## src/stepper_phase_sequencer_macros.svh

```systemverilog
// ============================================================================
// Stepper phase sequencer assertion macros
// Shared property shorthands for the sequencer RTL. Each macro expects clk and
// rst_n to be visible in the scope where it is used.
// ============================================================================
`ifndef STEPPER_PHASE_SEQUENCER_MACROS_SVH
`define STEPPER_PHASE_SEQUENCER_MACROS_SVH

// The consequent must hold in the same cycle as the antecedent.
`define SPS_ASSERT_NOW(label, ante, cons, msg) \
    label: assert property (@(posedge clk) disable iff (!rst_n) (ante) |-> (cons)) \
        else $error(msg);

// The consequent must hold in the cycle after the antecedent.
`define SPS_ASSERT_NEXT(label, ante, cons, msg) \
    label: assert property (@(posedge clk) disable iff (!rst_n) (ante) |=> (cons)) \
        else $error(msg);

`endif

```

## src/sps_pkg.sv

```systemverilog
// ============================================================================
// Stepper phase sequencer package
// Widths, codes and coil pattern tables shared by the sequencer files.
// ============================================================================
`timescale 1ns / 1ps
`default_nettype none

package sps_pkg;

    localparam int PosBits  = 32;
    localparam int PosW     = 32;
    localparam int StepW    = 32;
    localparam int DelayW   = 32;
    localparam int PhaseW   = 3;
    localparam int CoilW    = 4;
    localparam int FuncW    = 2;
    localparam int StatusW  = 2;
    localparam int ModeW    = 2;
    localparam int CfgIdxW  = 3;
    localparam int CfgDataW = 32;
    localparam int LimW     = 64;

    localparam logic signed [LimW-1:0] PosMax = (64'sd1 <<< (PosBits - 1)) - 64'sd1;
    localparam logic signed [LimW-1:0] PosMin = -PosMax - 64'sd1;

    localparam logic [FuncW-1:0] FUNC_TICK = 2'd0;
    localparam logic [FuncW-1:0] FUNC_REL  = 2'd1;
    localparam logic [FuncW-1:0] FUNC_ABS  = 2'd2;

    localparam logic [StatusW-1:0] STAT_TICK   = 2'd0;
    localparam logic [StatusW-1:0] STAT_ACCEPT = 2'd1;
    localparam logic [StatusW-1:0] STAT_BUSY   = 2'd2;
    localparam logic [StatusW-1:0] STAT_RANGE  = 2'd3;

    localparam logic [ModeW-1:0] MODE_WAVE = 2'd0;
    localparam logic [ModeW-1:0] MODE_FULL = 2'd1;
    localparam logic [ModeW-1:0] MODE_HALF = 2'd2;

    localparam logic [CfgIdxW-1:0] CFG_STEP_MODE   = 3'd0;
    localparam logic [CfgIdxW-1:0] CFG_CW_FORWARD  = 3'd1;
    localparam logic [CfgIdxW-1:0] CFG_MIN_POS     = 3'd2;
    localparam logic [CfgIdxW-1:0] CFG_MAX_POS     = 3'd3;
    localparam logic [CfgIdxW-1:0] CFG_STEP_DELAY  = 3'd4;

    localparam logic [CoilW-1:0] WAVE_TAB [4] = '{4'h1, 4'h2, 4'h4, 4'h8};
    localparam logic [CoilW-1:0] FULL_TAB [4] = '{4'h3, 4'h6, 4'hC, 4'h9};
    localparam logic [CoilW-1:0] HALF_TAB [8] =
        '{4'h1, 4'h3, 4'h2, 4'h6, 4'h4, 4'hC, 4'h8, 4'h9};

    // Modes with the upper bit set use the eight-entry half-step table.
    function automatic logic [CoilW-1:0] pattern_at(input logic [ModeW-1:0] mode,
                                                    input logic [PhaseW-1:0] idx);
        logic [CoilW-1:0] pat;
        if (mode[1]) begin
            pat = HALF_TAB[idx];
        end else if (mode == MODE_WAVE) begin
            pat = WAVE_TAB[idx[1:0]];
        end else begin
            pat = FULL_TAB[idx[1:0]];
        end
        return pat;
    endfunction

    function automatic logic [PhaseW-1:0] table_last(input logic [ModeW-1:0] mode);
        return mode[1] ? 3'd7 : 3'd3;
    endfunction

endpackage

`default_nettype wire

```

## src/sps_cmd_if.sv

```systemverilog
// ============================================================================
// Stepper command channel
// Valid/ready channel that carries tick and move items into the sequencer.
// ============================================================================
`timescale 1ns / 1ps
`default_nettype none

interface sps_cmd_if;
    import sps_pkg::*;

    logic                    valid;
    logic                    ready;
    logic [FuncW-1:0]        func;
    logic signed [PosW-1:0]  move_amount;

    modport source (output valid, output func, output move_amount, input ready);
    modport sink   (input valid, input func, input move_amount, output ready);
endinterface

`default_nettype wire

```

## src/sps_res_if.sv

```systemverilog
// ============================================================================
// Stepper result channel
// Valid/ready channel that carries one result per command item.
// ============================================================================
`timescale 1ns / 1ps
`default_nettype none

interface sps_res_if;
    import sps_pkg::*;

    logic                    valid;
    logic                    ready;
    logic [CoilW-1:0]        coils;
    logic                    coils_changed;
    logic [StatusW-1:0]      status;
    logic                    done_res;
    logic signed [PosW-1:0]  start_position;
    logic signed [PosW-1:0]  stop_position;
    logic signed [PosW-1:0]  position;
    logic                    busy_res;

    modport source (output valid, output coils, output coils_changed, output status,
                    output done_res, output start_position, output stop_position,
                    output position, output busy_res, input ready);
    modport sink   (input valid, input coils, input coils_changed, input status,
                    input done_res, input start_position, input stop_position,
                    input position, input busy_res, output ready);
endinterface

`default_nettype wire

```

## src/stepper_phase_sequencer.sv

```systemverilog
// ============================================================================
// Stepper phase sequencer
// Four-coil unipolar stepper sequencer with wave, full and half step tables,
// relative and absolute moves, position limits and a tick-driven step delay.
// ============================================================================
//
//   Channel   Direction  Payload
//   -------   ---------  ---------------------------------------------------
//   cmd       in         func, move_amount
//   res       out        coils, coils_changed, status, done_res,
//                        start_position, stop_position, position, busy_res
//   cfg       in         cfg_wr_en, cfg_index, cfg_data (write only)
//
// Items are taken one per clock unless stalled, via input and result registers.
// The rate is set by the single compute stage between the input register and
// the result register, which also updates the move state.
// Reset clears the move state and loads the default register values.
// A result that is not taken stalls the compute stage, and cmd.ready falls once
// the input register is full as well.
`timescale 1ns / 1ps
`default_nettype none
`include "stepper_phase_sequencer_macros.svh"

module stepper_phase_sequencer (
    input  logic                           clk,
    input  logic                           rst_n,
    input  logic                           cfg_wr_en,
    input  logic [sps_pkg::CfgIdxW-1:0]    cfg_index,
    input  logic [sps_pkg::CfgDataW-1:0]   cfg_data,
    sps_cmd_if.sink                        cmd,
    sps_res_if.source                      res
);
    import sps_pkg::*;

    logic [ModeW-1:0]         step_mode_reg;
    logic                     cw_fwd_reg;
    logic signed [PosW-1:0]   min_pos_reg;
    logic signed [PosW-1:0]   max_pos_reg;
    logic [DelayW-1:0]        step_delay_reg;

    logic                     in_valid_reg;
    logic [FuncW-1:0]         in_func_reg;
    logic signed [PosW-1:0]   in_amount_reg;

    logic signed [PosW-1:0]   position_reg, position_next;
    logic                     busy_reg, busy_next;
    logic                     turn_fwd_reg, turn_fwd_next;
    logic [PhaseW-1:0]        phase_reg, phase_next;
    logic [StepW-1:0]         steps_done_reg, steps_done_next;
    logic [StepW-1:0]         steps_total_reg, steps_total_next;
    logic [DelayW-1:0]        delay_reg, delay_next;
    logic signed [PosW-1:0]   move_start_reg, move_start_next;
    logic signed [PosW-1:0]   move_end_reg, move_end_next;
    logic [CoilW-1:0]         coil_reg, coil_next;

    logic                     res_valid_reg;
    logic                     res_changed_reg, changed_next;
    logic [StatusW-1:0]       res_status_reg, status_next;
    logic                     res_done_reg, done_next;

    logic                     advance;
    logic                     in_ready;
    logic                     fire;

    logic                     is_move;
    logic                     is_rel;
    logic signed [PosW:0]     pos_ext;
    logic signed [PosW:0]     amt_ext;
    logic signed [PosW:0]     target;
    logic signed [LimW-1:0]   target_wide;
    logic signed [PosW:0]     min_ext;
    logic signed [PosW:0]     max_ext;
    logic                     range_ok;
    logic signed [PosW:0]     diff_up;
    logic signed [PosW:0]     diff_dn;
    logic [StepW-1:0]         step_count;
    logic                     zero_move;
    logic                     pos_dir;
    logic                     turn_fwd_new;
    logic [PhaseW-1:0]        tab_last;

    logic [DelayW-1:0]        delay_inc;
    logic                     expire;
    logic [PhaseW-1:0]        idx;
    logic                     wrap;
    logic [PhaseW-1:0]        phase_step;
    logic [StepW-1:0]         steps_done_inc;
    logic                     finish;

    always_ff @(posedge clk or negedge rst_n)
    begin
        if (!rst_n)
        begin
            step_mode_reg  <= MODE_FULL;
            cw_fwd_reg     <= 1'b1;
            min_pos_reg    <= {1'b1, {(PosW-1){1'b0}}};
            max_pos_reg    <= {1'b0, {(PosW-1){1'b1}}};
            step_delay_reg <= DelayW'(1000);
        end
        else if (cfg_wr_en)
        begin
            unique case (cfg_index)
                CFG_STEP_MODE:  step_mode_reg  <= cfg_data[ModeW-1:0];
                CFG_CW_FORWARD: cw_fwd_reg     <= cfg_data[0];
                CFG_MIN_POS:    min_pos_reg    <= cfg_data[PosW-1:0];
                CFG_MAX_POS:    max_pos_reg    <= cfg_data[PosW-1:0];
                CFG_STEP_DELAY: step_delay_reg <= cfg_data[DelayW-1:0];
                default:
                begin
                end
            endcase
        end
    end

    assign advance   = !res_valid_reg || res.ready;
    assign in_ready  = !in_valid_reg || advance;
    assign fire      = in_valid_reg && advance;
    assign cmd.ready = in_ready;

    always_ff @(posedge clk or negedge rst_n)
    begin
        if (!rst_n)
        begin
            in_valid_reg <= 1'b0;
        end
        else if (cmd.valid && in_ready)
        begin
            in_valid_reg <= 1'b1;
        end
        else if (advance)
        begin
            in_valid_reg <= 1'b0;
        end
    end

    always_ff @(posedge clk)
    begin
        if (cmd.valid && in_ready)
        begin
            in_func_reg   <= cmd.func;
            in_amount_reg <= cmd.move_amount;
        end
    end

    assign is_rel  = (in_func_reg == FUNC_REL);
    assign is_move = is_rel || (in_func_reg == FUNC_ABS);
    assign pos_ext = {position_reg[PosW-1], position_reg};
    assign amt_ext = {in_amount_reg[PosW-1], in_amount_reg};
    assign min_ext = {min_pos_reg[PosW-1], min_pos_reg};
    assign max_ext = {max_pos_reg[PosW-1], max_pos_reg};
    assign target  = is_rel ? pos_ext + amt_ext : amt_ext;
    assign target_wide = LimW'(target);
    assign range_ok = (target >= min_ext) && (target <= max_ext) &&
                      (target_wide >= PosMin) && (target_wide <= PosMax);

    // For a relative move the step count is the magnitude of the amount.
    assign diff_up    = is_rel ? amt_ext : amt_ext - pos_ext;
    assign diff_dn    = is_rel ? -amt_ext : pos_ext - amt_ext;
    assign zero_move  = (diff_up == '0);
    assign pos_dir    = !diff_up[PosW] && !zero_move;
    assign step_count = diff_up[PosW] ? diff_dn[StepW-1:0] : diff_up[StepW-1:0];
    assign turn_fwd_new = (pos_dir == cw_fwd_reg);
    assign tab_last   = table_last(step_mode_reg);

    assign delay_inc      = delay_reg + DelayW'(1);
    assign expire         = (delay_inc >= step_delay_reg);
    assign idx            = phase_reg & tab_last;
    assign wrap           = turn_fwd_reg ? (idx == tab_last) : (idx == '0);
    assign steps_done_inc = steps_done_reg + StepW'(1);
    assign finish         = wrap && (steps_done_inc >= steps_total_reg);

    always_comb
    begin
        if (turn_fwd_reg)
        begin
            phase_step = wrap ? '0 : idx + PhaseW'(1);
        end
        else
        begin
            phase_step = wrap ? tab_last : idx - PhaseW'(1);
        end
    end

    always_comb
    begin
        position_next    = position_reg;
        busy_next        = busy_reg;
        turn_fwd_next    = turn_fwd_reg;
        phase_next       = phase_reg;
        steps_done_next  = steps_done_reg;
        steps_total_next = steps_total_reg;
        delay_next       = delay_reg;
        move_start_next  = move_start_reg;
        move_end_next    = move_end_reg;
        coil_next        = coil_reg;
        changed_next     = 1'b0;
        status_next      = STAT_TICK;
        done_next        = 1'b0;

        if (is_move)
        begin
            if (busy_reg)
            begin
                status_next = STAT_BUSY;
            end
            else if (!range_ok)
            begin
                status_next = STAT_RANGE;
            end
            else
            begin
                status_next      = STAT_ACCEPT;
                turn_fwd_next    = turn_fwd_new;
                phase_next       = turn_fwd_new ? '0 : tab_last;
                steps_done_next  = '0;
                steps_total_next = step_count;
                delay_next       = '0;
                move_start_next  = position_reg;
                move_end_next    = target[PosW-1:0];
                busy_next        = !zero_move;
                done_next        = zero_move;
            end
        end
        else if (busy_reg)
        begin
            if (expire)
            begin
                delay_next   = '0;
                coil_next    = pattern_at(step_mode_reg, idx);
                changed_next = 1'b1;
                phase_next   = phase_step;
                if (wrap)
                begin
                    steps_done_next = steps_done_inc;
                end
                if (finish)
                begin
                    busy_next     = 1'b0;
                    position_next = move_end_reg;
                    done_next     = 1'b1;
                end
            end
            else
            begin
                delay_next = delay_inc;
            end
        end
    end

    always_ff @(posedge clk or negedge rst_n)
    begin
        if (!rst_n)
        begin
            position_reg    <= '0;
            busy_reg        <= 1'b0;
            turn_fwd_reg    <= 1'b0;
            phase_reg       <= '0;
            steps_done_reg  <= '0;
            steps_total_reg <= '0;
            delay_reg       <= '0;
            move_start_reg  <= '0;
            move_end_reg    <= '0;
            coil_reg        <= '0;
        end
        else if (fire)
        begin
            position_reg    <= position_next;
            busy_reg        <= busy_next;
            turn_fwd_reg    <= turn_fwd_next;
            phase_reg       <= phase_next;
            steps_done_reg  <= steps_done_next;
            steps_total_reg <= steps_total_next;
            delay_reg       <= delay_next;
            move_start_reg  <= move_start_next;
            move_end_reg    <= move_end_next;
            coil_reg        <= coil_next;
        end
    end

    always_ff @(posedge clk or negedge rst_n)
    begin
        if (!rst_n)
        begin
            res_valid_reg <= 1'b0;
        end
        else if (fire)
        begin
            res_valid_reg <= 1'b1;
        end
        else if (res.ready)
        begin
            res_valid_reg <= 1'b0;
        end
    end

    always_ff @(posedge clk)
    begin
        if (fire)
        begin
            res_changed_reg <= changed_next;
            res_status_reg  <= status_next;
            res_done_reg    <= done_next;
        end
    end

    assign res.valid          = res_valid_reg;
    assign res.coils          = coil_reg;
    assign res.coils_changed  = res_changed_reg;
    assign res.status         = res_status_reg;
    assign res.done_res       = res_done_reg;
    assign res.start_position = move_start_reg;
    assign res.stop_position  = move_end_reg;
    assign res.position       = position_reg;
    assign res.busy_res       = busy_reg;

    `SPS_ASSERT_NOW(a_busy_steps, busy_reg, steps_done_reg < steps_total_reg, "Step count reached total while busy.")
    `SPS_ASSERT_NOW(a_stop_position, $fell(busy_reg), position_reg == move_end_reg, "Position not updated at move end.")
    `SPS_ASSERT_NOW(a_ready_empty, !res_valid_reg, cmd.ready, "Command not ready with an empty result register.")
    `SPS_ASSERT_NEXT(a_fire_loads, in_valid_reg && advance, res_valid_reg, "Computed item did not reach the result register.")

endmodule

`default_nettype wire
```

## src/flat_wrapper.sv

```systemverilog
// flat-port wrapper written by rule: the top's interface ports become plain ports
module stepper_phase_sequencer_flat import sps_pkg::*;
  (clk, rst_n, cfg_wr_en, cfg_index, cfg_data, cmd_valid, cmd_func, cmd_move_amount, cmd_ready, res_valid, res_coils, res_coils_changed, res_status, res_done_res, res_start_position, res_stop_position, res_position, res_busy_res, res_ready);
  sps_cmd_if cmd_i ();
  sps_res_if res_i ();
  input  logic clk;
  input  logic rst_n;
  input  logic cfg_wr_en;
  input  logic [sps_pkg::CfgIdxW-1:0] cfg_index;
  input  logic [sps_pkg::CfgDataW-1:0] cfg_data;
  input wire logic [$bits(cmd_i.valid)-1:0] cmd_valid;
  input wire logic [$bits(cmd_i.func)-1:0] cmd_func;
  input wire logic [$bits(cmd_i.move_amount)-1:0] cmd_move_amount;
  output wire logic [$bits(cmd_i.ready)-1:0] cmd_ready;
  output wire logic [$bits(res_i.valid)-1:0] res_valid;
  output wire logic [$bits(res_i.coils)-1:0] res_coils;
  output wire logic [$bits(res_i.coils_changed)-1:0] res_coils_changed;
  output wire logic [$bits(res_i.status)-1:0] res_status;
  output wire logic [$bits(res_i.done_res)-1:0] res_done_res;
  output wire logic [$bits(res_i.start_position)-1:0] res_start_position;
  output wire logic [$bits(res_i.stop_position)-1:0] res_stop_position;
  output wire logic [$bits(res_i.position)-1:0] res_position;
  output wire logic [$bits(res_i.busy_res)-1:0] res_busy_res;
  input wire logic [$bits(res_i.ready)-1:0] res_ready;
  assign cmd_i.valid = cmd_valid;
  assign cmd_i.func = cmd_func;
  assign cmd_i.move_amount = cmd_move_amount;
  assign cmd_ready = cmd_i.ready;
  assign res_valid = res_i.valid;
  assign res_coils = res_i.coils;
  assign res_coils_changed = res_i.coils_changed;
  assign res_status = res_i.status;
  assign res_done_res = res_i.done_res;
  assign res_start_position = res_i.start_position;
  assign res_stop_position = res_i.stop_position;
  assign res_position = res_i.position;
  assign res_busy_res = res_i.busy_res;
  assign res_i.ready = res_ready;
  stepper_phase_sequencer u_core (.clk(clk), .rst_n(rst_n), .cfg_wr_en(cfg_wr_en), .cfg_index(cfg_index), .cfg_data(cfg_data), .cmd(cmd_i), .res(res_i));
endmodule
```

## config.mk

```make
export PLATFORM = sky130hd
export DESIGN_NAME = stepper_phase_sequencer_flat
export DESIGN_NICKNAME = d
export VERILOG_FILES = /design/src/sps_pkg.sv /design/src/sps_cmd_if.sv /design/src/sps_res_if.sv /design/src/stepper_phase_sequencer.sv /design/src/flat_wrapper.sv
export VERILOG_INCLUDE_DIRS = /design/src /design/src/src
export SDC_FILE = /design/constraint.sdc
export NUM_CORES = 1
export LEC_CHECK = 0
export BUFFER_PORTS_ARGS = -buffer_cell sky130_fd_sc_hd__buf_2
export CAP_MARGIN = 20
export CORE_AREA = 2 2 201 223
export DETAILED_ROUTE_END_ITERATION = 6
export DIE_AREA = 0 0 203 225
export GPL_TIMING_DRIVEN = 0
export HOLD_SLACK_MARGIN = 0.1
export PLACE_DENSITY_LB_ADDON = 0.1
export SYNTH_ARGS = -nofsm -noshare
export SYNTH_HDL_FRONTEND = slang
export SYNTH_SLANG_ARGS = --single-unit
```

## constraint.sdc

```tcl
create_clock -name clk -period 7.4 [get_ports clk]
set_input_delay 1.48 -clock clk [delete_from_list [all_inputs] [get_ports clk]]
set_output_delay 1.48 -clock clk [all_outputs]
set_load 0.01 [all_outputs]
```

==> results of run 1 <==
timing repair:
item,4_1_cts,5_1_grt
endpoints found under the hold margin,0,0
resized for setup,39,17
pin swaps,0,1
cloned,0,0
endpoints found under the setup margin,167,151
buffers inserted,0,1
critical path, cell delays in order (launching register included):
cell	delay (ns)
sky130_fd_sc_hd__dfrtp_1	0.52
sky130_fd_sc_hd__inv_1	0.11
sky130_fd_sc_hd__ha_1	0.36
sky130_fd_sc_hd__inv_1	0.10
sky130_fd_sc_hd__a2111oi_0	0.90
sky130_fd_sc_hd__a211oi_4	0.15
sky130_fd_sc_hd__buf_4	0.22
sky130_fd_sc_hd__a21boi_2	0.26
sky130_fd_sc_hd__o21ai_1	0.23
sky130_fd_sc_hd__a21bo_2	0.25
sky130_fd_sc_hd__xnor2_1	0.33
sky130_fd_sc_hd__a21oi_1	0.26
sky130_fd_sc_hd__ha_1	0.40
sky130_fd_sc_hd__nand4_1	0.09
sky130_fd_sc_hd__nor2_1	0.23
sky130_fd_sc_hd__and4_1	0.30
sky130_fd_sc_hd__a31o_2	0.21
sky130_fd_sc_hd__a31oi_1	0.10
sky130_fd_sc_hd__or3b_1	0.42
sky130_fd_sc_hd__a21o_1	0.20
sky130_fd_sc_hd__a2111o_1	0.47
sky130_fd_sc_hd__buf_2	0.26
sky130_fd_sc_hd__buf_2	0.27
sky130_fd_sc_hd__a221oi_1	0.50
sky130_fd_sc_hd__a21o_1	0.15
power groups by stage:
| stage | combinational [mW] | sequential (mW) | clock, mW |
|---|---|---|---|
| floorplan | 1.21 | 2.50 | 0 |
| global placement | 1.84 | 2.53 | 0 |
| detailed placement | 1.92 | 2.54 | 0 |
| CTS | 1.95 | 2.51 | 1.91 |
| global route | 2.19 | 2.56 | 1.97 |
| finish | 1.99 | 2.52 | 1.89 |
metrics by stage:
step           setup slack [ns]  instance area, um^2
4_1_cts                 0.04000                27630
3_5_place_dp             -1.774                26310
2_1_floorplan             1.852                24580
6_report                0.01325                27710
3_3_place_gp             -1.956                26200
5_1_grt                -0.08073                27700
final cells by class:
class | instances | area [um^2]
antenna | 1 | 2.502
buffer | 132 | 566.8
clock buffer | 59 | 1112
clock inverter | 13 | 113.9
fill | 3715 | 15430
inverter | 251 | 943.4
multi-input combinational | 2115 | 14490
sequential | 340 | 8748
tap | 574 | 718.2
timing repair buffer | 185 | 1008
layer usage:
metal  share of wire (%)  GRT usage [%]
met1                  37          45.23
met2                  48          68.08
met3                 8.1          9.572
met4                 6.9          23.59
met5               0.031              0
cells by family after synthesis:
group / after synthesis
and+or+nand+nor: 817
AOI/OAI and AO/OA: 783
buffers and inverters: 384
DFF: 340
adders and majority gates: 242
xor gates and xnor gates: 151
muxes: 122
worst max path at each step:
stage / startpoint / end / slack, ns / cells after the start
after floorplan: u_core.res.position[1] / u_core.steps_total_reg[21] / 1.85 / 27
after global placement: u_core.in_func_reg[1] / u_core.steps_total_reg[30] / -1.96 / 24
after detailed placement: u_core.in_func_reg[1] / u_core.steps_done_reg[11] / -1.77 / 22
after CTS: u_core.res.position[2] / u_core.delay_reg[3] / 0.04 / 26
after global routing: u_core.in_amount_reg[14] / u_core.steps_done_reg[26] / -0.08 / 23
final: u_core.res.position[8] / u_core.steps_total_reg[15] / 0.01 / 24
cells in the mapped netlist, types with 27 or more instances:
master	number	area share [%]
sky130_fd_sc_hd__inv_1	243	3.7
sky130_fd_sc_hd__xnor2_1	128	4.6
sky130_fd_sc_hd__mux2_2	102	4.7
sky130_fd_sc_hd__edfxtp_1	38	4.6
sky130_fd_sc_hd__o31ai_1	31	0.95
sky130_fd_sc_hd__a21o_1	62	1.9
sky130_fd_sc_hd__o21ai_0	298	6.1
sky130_fd_sc_hd__nand2_1	303	4.6
sky130_fd_sc_hd__nand3_1	72	1.5
sky130_fd_sc_hd__nor3_1	50	1.0
sky130_fd_sc_hd__nand4_1	46	1.2
sky130_fd_sc_hd__nor2_1	179	2.7
sky130_fd_sc_hd__ha_1	239	12
sky130_fd_sc_hd__and3_1	37	0.94
sky130_fd_sc_hd__dfstp_2	40	4.3
sky130_fd_sc_hd__a21oi_1	179	3.6
sky130_fd_sc_hd__dfrtp_1	262	27
sky130_fd_sc_hd__clkbuf_1	96	1.5
sky130_fd_sc_hd__a211oi_1	27	0.82
==> results_dict.tcl, run 1 <==
set metrics [dict create \
    route.detailed.vias_per_inst 6.304 \
    core_um2 43140 \
    synth_top_family_by_area "compound AO/OA/AOI/OAI gates" \
    ios 181 \
    critPathMaxFanout 10 \
    most-common-layout-cells "sky130_fd_sc_hd__nand2_1, sky130_fd_sc_hd__o21ai_0, sky130_fd_sc_hd__dfrtp_1" \
    power_density_nw_per_um2 231.2 \
    worst_clock_skew_ns 0.01767 \
    layout-drive-gt1-share_pct 15.44 \
    r2r_start "u_core.res.position[8]" \
    routedWlPerCell_um 24.88 \
    r2r-end "u_core.steps_total_reg[15]" \
    status "completed" \
    postSynthAreaPerCell_um2 8.657 \
    share_of_the_synthesized_area_in_compound_gates_ao_oa_aoi_oai_pct 19.56 \
    timing.reg2reg.worst_path_depth 24 \
    holdPathStages 2 \
    fp.dieH_um 225 \
    endpoint_kind "register" \
    max_slew.worst_pin.slew_ns 1.182 \
    number_of_maximum_capacitance_constraint_violations 0 \
    die_area_um2 45680 \
    ys_async_sr_fraction_pct 88.82 \
    setup-tns-final_ns 0 \
    cp_data_arrival_time_ns 7.89 \
    synth.mux.area_fraction_pct 5.488 \
    mappedNetlistNets 3155 \
    nNetsFinal 3380 \
    grt_usage_pct 39.79 \
    number_of_antenna_violations_at_the_first_check_in_global_routing 4 \
    mappedNetlistArea_um2 24580 \
    clock_tree_from_tritoncts "built" \
    htree_levels 2 \
    numPlacedInstances 3597 \
    ir_worst_vdd_uv 242.0 \
    drtIter0Drc 1796 \
    vias 23140 \
    clock_insertion_delay_worst_skew_ns 0.57 \
    power.sequential.fraction_pct 39.4 \
    power_leakage_nw 12.80 \
    hold_path.class "reg2reg" \
    yosys_warnings 0 \
    routabilityCongestion 1.013 \
    number_of_global_route_vias_before_repair 23390 \
    switching_power_mw 2.305 \
    timing.max_slew.rel_slack_pct 20.58 \
    ys.flop_type "sky130_fd_sc_hd__dfrtp_1" \
    cp_data_required_time_ns 7.90 \
    holdWs_ns 0.4705 \
    drcViolationCount 0 \
    seq_area_frac_synth_pct 35.60 \
    hold-path-endpoint "u_core.res.start_position[26]" \
    numPortBuffers 180 \
    max_freq_mhz 135.4 \
    internal_power_mw 4.102 \
    cts.root.buffer_cell "sky130_fd_sc_hd__clkbuf_16" \
    number_of_cts_inserted_buffers 39 \
    tritoncts_num_sinks 340 \
    detailed_place_hpwl_um 71330 \
    grt_first_pass_wirelength_um 137500 \
    number_of_hold_repair_buffers_added_at_the_cts_stage 0 \
    cts_max_path_buffers 3 \
    critPathLaunchType "register" \
    wl_um 91300 \
    total_design_power_mw 6.407 \
    dieWidth_um 203 \
    detail-route-antenna-nets 0 \
    rrSetupSlack_ns 0.01 \
    final_cycle_share_pct 99.82 \
    timing_worst_setup_path_type "reg2reg" \
    ys_types 89 \
    utilization_pct 64.22 \
    period_needed_ns 7.387 \
    report.final.slew_viol_count 0 \
    cell_rows 80 \
    cells_after_synth 2839 \
    p_clk_share_pct 29.5 \
    setup-violations-final 0 \
    layoutNonFillerInstCount 3670 \
    final-hold-violation-count 0 \
    synthSimpleGateAreaFrac_pct 15.53 \
    drt-pass1-iter-count 5 \
    synth.ff_latch_count 340 \
    power_frac_comb_pct 31.1 \
    area_growth_pct 12.73 \
    post_synth_xor_area_fraction_pct 5.381 \
    grt.overflow.total 0 \
    grt_start_max_net_pins 125 \
    post_synth_fa_ha_maj_area_fraction_pct 12.41 \
    initial_utilization_pct 56.97 \
    synth-edff-count 38 \
    hp-start "u_core.res.start_position[26]" \
    switching_share_pct 35.98 \
    most_frequent_standard_cell_in_the_layout_excluding_fill_and_tap_cells "sky130_fd_sc_hd__nand2_1" \
    clkTransAtPathRegs_ns 0.06 \
]
(Power assumes the default switching activity.)
==> run 2: changes to the inputs <==
CORE_AREA = 2 2 226 251   (was 2 2 201 223)
DIE_AREA = 0 0 228 253   (was 0 0 203 225)
==> run 2 against run 1 <==
Net effect:
- clock power up 11%
- cell count up 4.9%
- first-iteration DRC count down 3.5%
- via count down 1.9%
- routed wire length up 4.7%
- clock-buffer cell count up 5
- utilization down 13 points
- setup slack better by 0.12 ns
- sequential power about the same
- critical endpoint is now u_core.delay_reg[24]
- largest cell class unchanged
==> results_dict.tcl, run 2 (synthesized netlist as in run 1, its figures left out) <==
set metrics [dict create \
    status "completed" \
    routedWlPerCell_um 24.85 \
    timing_worst_setup_path_type "reg2reg" \
    cp_data_arrival_time_ns 7.75 \
    most-common-layout-cells "sky130_fd_sc_hd__nand2_1, sky130_fd_sc_hd__o21ai_0, sky130_fd_sc_hd__dfrtp_1" \
    drcViolationCount 0 \
    worst_clock_skew_ns 0.02104 \
    max_slew.worst_pin.slew_ns 1.318 \
    clkTransAtPathRegs_ns 0.06 \
    fp.dieH_um 253 \
    numPortBuffers 180 \
    cts.root.buffer_cell "sky130_fd_sc_hd__clkbuf_16" \
    critPathMaxFanout 10 \
    cell_rows 91 \
    clock_insertion_delay_worst_skew_ns 0.60 \
    ir_worst_vdd_uv 176.4 \
    vias 22700 \
    number_of_maximum_capacitance_constraint_violations 0 \
    fin_ws_ns 0.1380 \
    endpoint_kind "register" \
    ios 181 \
    drt-pass1-iter-count 6 \
    htree_levels 2 \
    crit_path_start "u_core.in_func_reg[0]" \
    detailed_place_hpwl_um 75610 \
    drtIter0Drc 1734 \
    number_of_hold_repair_buffers_added_at_the_cts_stage 0 \
    setup-tns-final_ns 0 \
    setup-violations-final 0 \
    initial_utilization_pct 44.42 \
    hold_path.class "reg2reg" \
    timing.reg2reg.worst_path_depth 19 \
    report.final.slew_viol_count 0 \
    holdPathStages 2 \
    critPathLaunchType "register" \
    hp-start "u_core.res.start_position[28]" \
    cts_max_path_buffers 3 \
    clock_tree_from_tritoncts "built" \
    max_freq_mhz 137.7 \
    timing.max_slew.rel_slack_pct 12.11 \
    area_growth_pct 14.64 \
    grt.overflow.total 0 \
    detail-route-antenna-nets 0 \
    dieWidth_um 228 \
    detailedPlace.worstSlack_ns -2.526 \
    die_area_um2 57680 \
    hold-path-endpoint "u_core.res.start_position[28]" \
    core_um2 55340 \
    fin_area_um2 28170 \
    r2r-end "u_core.delay_reg[24]" \
    most_frequent_standard_cell_in_the_layout_excluding_fill_and_tap_cells "sky130_fd_sc_hd__nand2_1" \
    period_needed_ns 7.262 \
    route.detailed.vias_per_inst 5.898 \
    nNetsFinal 3387 \
    routabilityCongestion 0.9675 \
    tritoncts_num_sinks 340 \
    final-hold-violation-count 0 \
    final_cycle_share_pct 98.13 \
    grt_usage_pct 32.65 \
    grt_first_pass_wirelength_um 141700 \
    grt_start_max_net_pins 119 \
    power_leakage_nw 12.94 \
    number_of_antenna_violations_at_the_first_check_in_global_routing 1 \
    number_of_global_route_vias_before_repair 22860 \
    r2r_start "u_core.in_func_reg[0]" \
    power_density_nw_per_um2 234.2 \
    cp_data_required_time_ns 7.89 \
    rrSetupSlack_ns 0.14 \
    number_of_cts_inserted_buffers 42 \
    wl_um 95630 \
    layout-drive-gt1-share_pct 16.11 \
    placed_instance_area_um2 26520 \
]
[run 2: timing repair]
action | in CTS | in global routing
setup buffers | 1 | 1
gates cloned | 0 | 0
pin swaps | 1 | 0
resized for setup | 48 | 31
setup endpoints to repair | 167 | 150
[run 2: how the worst max path moves through the flow]
stage / to / slack (ns) / depth (start not counted)
after CTS: u_core.steps_done_reg[22] / 0.002 / 27
after floorplan: u_core.steps_total_reg[21] / 1.85 / 27
after detailed placement: u_core.delay_reg[15] / -2.53 / 22
final: u_core.delay_reg[24] / 0.14 / 19
after global placement: u_core.steps_total_reg[29] / -2.81 / 24
after global routing: u_core.delay_reg[15] / -0.01 / 27
[run 2: power by group]
| part | internal [mW] | switching [mW] | leakage (nW) |
|---|---|---|---|
| logic | 0.757 | 1.22 | 8.08 |
| clock network | 1.23 | 0.877 | 0.675 |
| registers | 2.27 | 0.249 | 4.18 |
[run 2: critical path: stages (launching register included)]
cell and delay, ns:
sky130_fd_sc_hd__edfxtp_1 0.37, sky130_fd_sc_hd__ha_2 0.33, sky130_fd_sc_hd__clkinv_2 0.24, sky130_fd_sc_hd__clkbuf_1 0.58, sky130_fd_sc_hd__clkbuf_1 0.76, sky130_fd_sc_hd__clkbuf_2 0.62, sky130_fd_sc_hd__a21oi_1 0.43, sky130_fd_sc_hd__ha_1 0.41
sky130_fd_sc_hd__nand4_1 0.31, sky130_fd_sc_hd__nor4_4 0.35, sky130_fd_sc_hd__buf_4 0.18, sky130_fd_sc_hd__o211ai_1 0.18, sky130_fd_sc_hd__a21boi_0 0.34, sky130_fd_sc_hd__o22ai_1 0.20, sky130_fd_sc_hd__or2_2 0.31, sky130_fd_sc_hd__a211o_1 0.32
sky130_fd_sc_hd__a21oi_2 0.34, sky130_fd_sc_hd__nand3_1 0.27, sky130_fd_sc_hd__clkbuf_2 0.33, sky130_fd_sc_hd__o31ai_1 0.25
[run 2: metal layers]
metal / wire length [um] / GRT usage, % / vias to the layer above
met1: 37880 / 38.50 / 11170
met3: 5653 / 5.282 / 220
met4: 4910 / 16.19 / 0
met2: 47190 / 57.73 / 798
met5: 0 / 0 / -
li1: - / - / 10510
[run 2: area by class of cell]
class                      count  area (um^2)
clock buffer                  64         1234
inverter                     251        943.4
tap                          744        930.9
clock inverter                12        157.7
timing repair buffer         190         1033
antenna                        1        2.502
multi-input combinational   2115        14540
sequential                   340         8748
buffer                       131        580.6
fill                        5364        27160
[run 2: metrics by stage]
step / utilization [%] / hold slack [ns] / power (mW) / cells
2_1_floorplan: - / 0.4432 / 3.716 / 2839
6_report: 50.92 / 0.4789 / 6.598 / 3848
3_5_place_dp: 47.93 / 0.4663 / 4.481 / 3770
3_3_place_gp: 47.73 / 0.4591 / 4.410 / 3763
5_1_grt: 50.91 / 0.5077 / 6.963 / 3847
4_1_cts: 50.70 / 0.4819 / 6.619 / 3845
==> run 3: changes to the inputs <==
CORE_AREA = 2 2 169 336   (was 2 2 226 251)
CTS_BUF_LIST = sky130_fd_sc_hd__clkbuf_4 sky130_fd_sc_hd__clkbuf_8   (was unset)
DIE_AREA = 0 0 171 338   (was 0 0 228 253)
==> run 3 against run 2 <==
Net effect:
- register-to-register slack got worse by 0.06 ns
- sequential share of layout area rose by 0.10 points
- setup slack got worse by 0.059 ns
- first-iteration DRC count fell by 7.3%
- die area rose by 0.20%
- critical path type unchanged
- largest cell class unchanged
- largest power group unchanged
==> results_dict.tcl, run 3 (synthesized netlist as in run 1, its figures left out) <==
set metrics [dict create \
    status "completed" \
    drcViolationCount 0 \
    drt-pass1-iter-count 5 \
    hold_path.class "reg2reg" \
    max_slew.worst_pin.slew_ns 1.352 \
    number_of_antenna_violations_at_the_first_check_in_global_routing 3 \
    clkTransAtPathRegs_ns 0.07 \
    nNetsFinal 3402 \
    die_area_um2 57800 \
    internal_power_mw 3.973 \
    cts_max_path_buffers 3 \
    hp-start "u_core.res.start_position[25]" \
    most-common-layout-cells "sky130_fd_sc_hd__nand2_1, sky130_fd_sc_hd__o21ai_0, sky130_fd_sc_hd__dfrtp_1" \
    tritoncts_num_sinks 340 \
    utilization_pct 50.82 \
    holdPathStages 2 \
    crit_slowest_cell "sky130_fd_sc_hd__nor4_1" \
    timing.reg2reg.worst_path_depth 20 \
    cp_data_required_time_ns 7.94 \
    fin_ws_ns 0.07900 \
    grt_first_pass_wirelength_um 150100 \
    ir_worst_vdd_uv 183.8 \
    routabilityCongestion 1.081 \
    hold-path-endpoint "u_core.res.start_position[25]" \
    detailed_place_hpwl_um 82470 \
    ios 181 \
    report.final.slew_viol_count 0 \
    critPathMaxFanout 19 \
    period_needed_ns 7.321 \
    route.detailed.vias_per_inst 5.917 \
    detailedPlace.worstSlack_ns -3.009 \
    most_frequent_standard_cell_in_the_layout_excluding_fill_and_tap_cells "sky130_fd_sc_hd__nand2_1" \
    setup-violations-final 0 \
    r2r_start "u_core.in_func_reg[1]" \
    timing.max_slew.rel_slack_pct 9.850 \
    grt_usage_pct 35.68 \
    power.sequential.fraction_pct 40.0 \
    cp_common_cell "sky130_fd_sc_hd__clkbuf_2" \
    fp.dieH_um 338 \
    critical-path-max-stage-delay_ns 0.85 \
    cell_rows 122 \
    grt_start_max_net_pins 108 \
    core_um2 55260 \
    power_frac_comb_pct 31.8 \
    numPortBuffers 180 \
    timing_worst_setup_path_type "reg2reg" \
    number_of_maximum_capacitance_constraint_violations 0 \
    switching_share_pct 37.00 \
    drtIter0Drc 1607 \
    grt.overflow.total 0 \
    number_of_global_route_vias_before_repair 23680 \
    cts.root.buffer_cell "sky130_fd_sc_hd__clkbuf_8" \
    worst_clock_skew_ns 0.04003 \
    area_growth_pct 14.27 \
    clock_tree_from_tritoncts "built" \
    clock_insertion_delay_worst_skew_ns 0.67 \
    number_of_hold_repair_buffers_added_at_the_cts_stage 0 \
    rrSetupSlack_ns 0.08 \
    endpoint_kind "register" \
    layout-drive-gt1-share_pct 17.51 \
    dieWidth_um 171 \
    r2r-end "u_core.delay_reg[7]" \
    detail-route-antenna-nets 0 \
    final-hold-violation-count 0 \
    critPathLaunchType "register" \
    htree_levels 2 \
    cp_data_arrival_time_ns 7.86 \
    number_of_cts_inserted_buffers 53 \
    wl_um 102800 \
    initial_utilization_pct 44.48 \
    p_clk_share_pct 28.2 \
    routedWlPerCell_um 26.54 \
    power_leakage_nw 12.93 \
    crit_chain "inv_1, ha_2, clkbuf_1, clkbuf_2, buf_4, clkbuf_2, clkbuf_2, a21oi_1, ha_1, nand4_1, nor4_1, nand3_1, nand3_1, o22ai_1, or2_2, a211o_1, a21oi_4, nand3_2, clkbuf_2, o31ai_1" \
    power_density_nw_per_um2 224.5 \
    max_freq_mhz 136.6 \
    vias 22930 \
    switching_power_mw 2.333 \
    final_cycle_share_pct 98.93 \
]
==> run 3: changes by cell type in the layout (fill, tap and decap cells not counted), sizes merged <==
cell    previous run  this run
buf              223       229
bufinv             2         0
clkinv             9        11
clkbuf           162       183
==> run 3: repair_timing <==
| action | CTS | global route |
|---|---|---|
| pin swaps | 3 | 2 |
| endpoints found under the setup margin | 167 | 158 |
| gates resized for setup | 64 | 22 |
| setup buffers | 1 | 4 |
==> run 3: cell type report <==
type,count,area (um^2)
buffer,130,573.1
clock buffer,87,1104
clock inverter,12,77.57
inverter,251,943.4
tap,744,930.9
antenna,1,2.502
sequential,340,8748
multi-input combinational,2115,14620
timing repair buffer,195,1086
fill,5430,27170
==> run 3: how the worst max path moves through the flow <==
stage | startpoint | endpoint | depth (start not counted)
detailed placement | u_core.in_func_reg[1] | u_core.delay_reg[28] | 22
finish | u_core.in_func_reg[1] | u_core.delay_reg[7] | 20
CTS | u_core.in_func_reg[1] | u_core.steps_total_reg[13] | 22
global route | u_core.res.position[1] | u_core.steps_total_reg[29] | 28
floorplan | u_core.res.position[1] | u_core.steps_total_reg[21] | 27
global placement | u_core.in_func_reg[1] | u_core.delay_reg[7] | 21
==> run 3: worst max-delay path: cells and delay by family (launching register included) <==
family                     cells  cell delay [ns]
adders and majority gates      2             0.83
AOI/OAI and AO/OA              5             1.39
and+or+nand+nor                6             2.02
DFF                            1             0.36
buffers and inverters          7             2.56
==> run 3: layer usage <==
layer  up-vias  wire length [um]  track usage (%)
li1      10530                 -                -
met1     11070             33150            33.11
met2       903             53210            65.48
met3       427              5852            7.215
met4         2             10620            30.65
met5         -                 7                0
==> run 3: power by group through the flow <==
stage / clock network (mW) / logic, mW / registers [mW]
after floorplan: 0 / 1.21 / 2.50
after global placement: 0 / 1.90 / 2.55
after detailed placement: 0 / 1.96 / 2.55
after CTS: 1.82 / 1.99 / 2.52
after global routing: 1.89 / 2.22 / 2.56
final: 1.78 / 2.01 / 2.52
==> run 3: through the flow <==
step / area (um^2) / hold slack (ns) / setup TNS [ns] / power, mW / cells
after global routing: 28080 / 0.5041 / -0.1004 / 6.676 / 3875
final: 28080 / 0.4742 / 0 / 6.306 / 3875
after CTS: 27940 / 0.4788 / 0 / 6.329 / 3868
after detailed placement: 26540 / 0.4644 / -388.86 / 4.510 / 3770
after floorplan: 24580 / 0.4432 / 0 / 3.716 / 2839
after global placement: 26410 / 0.4596 / -665.54 / 4.447 / 3763
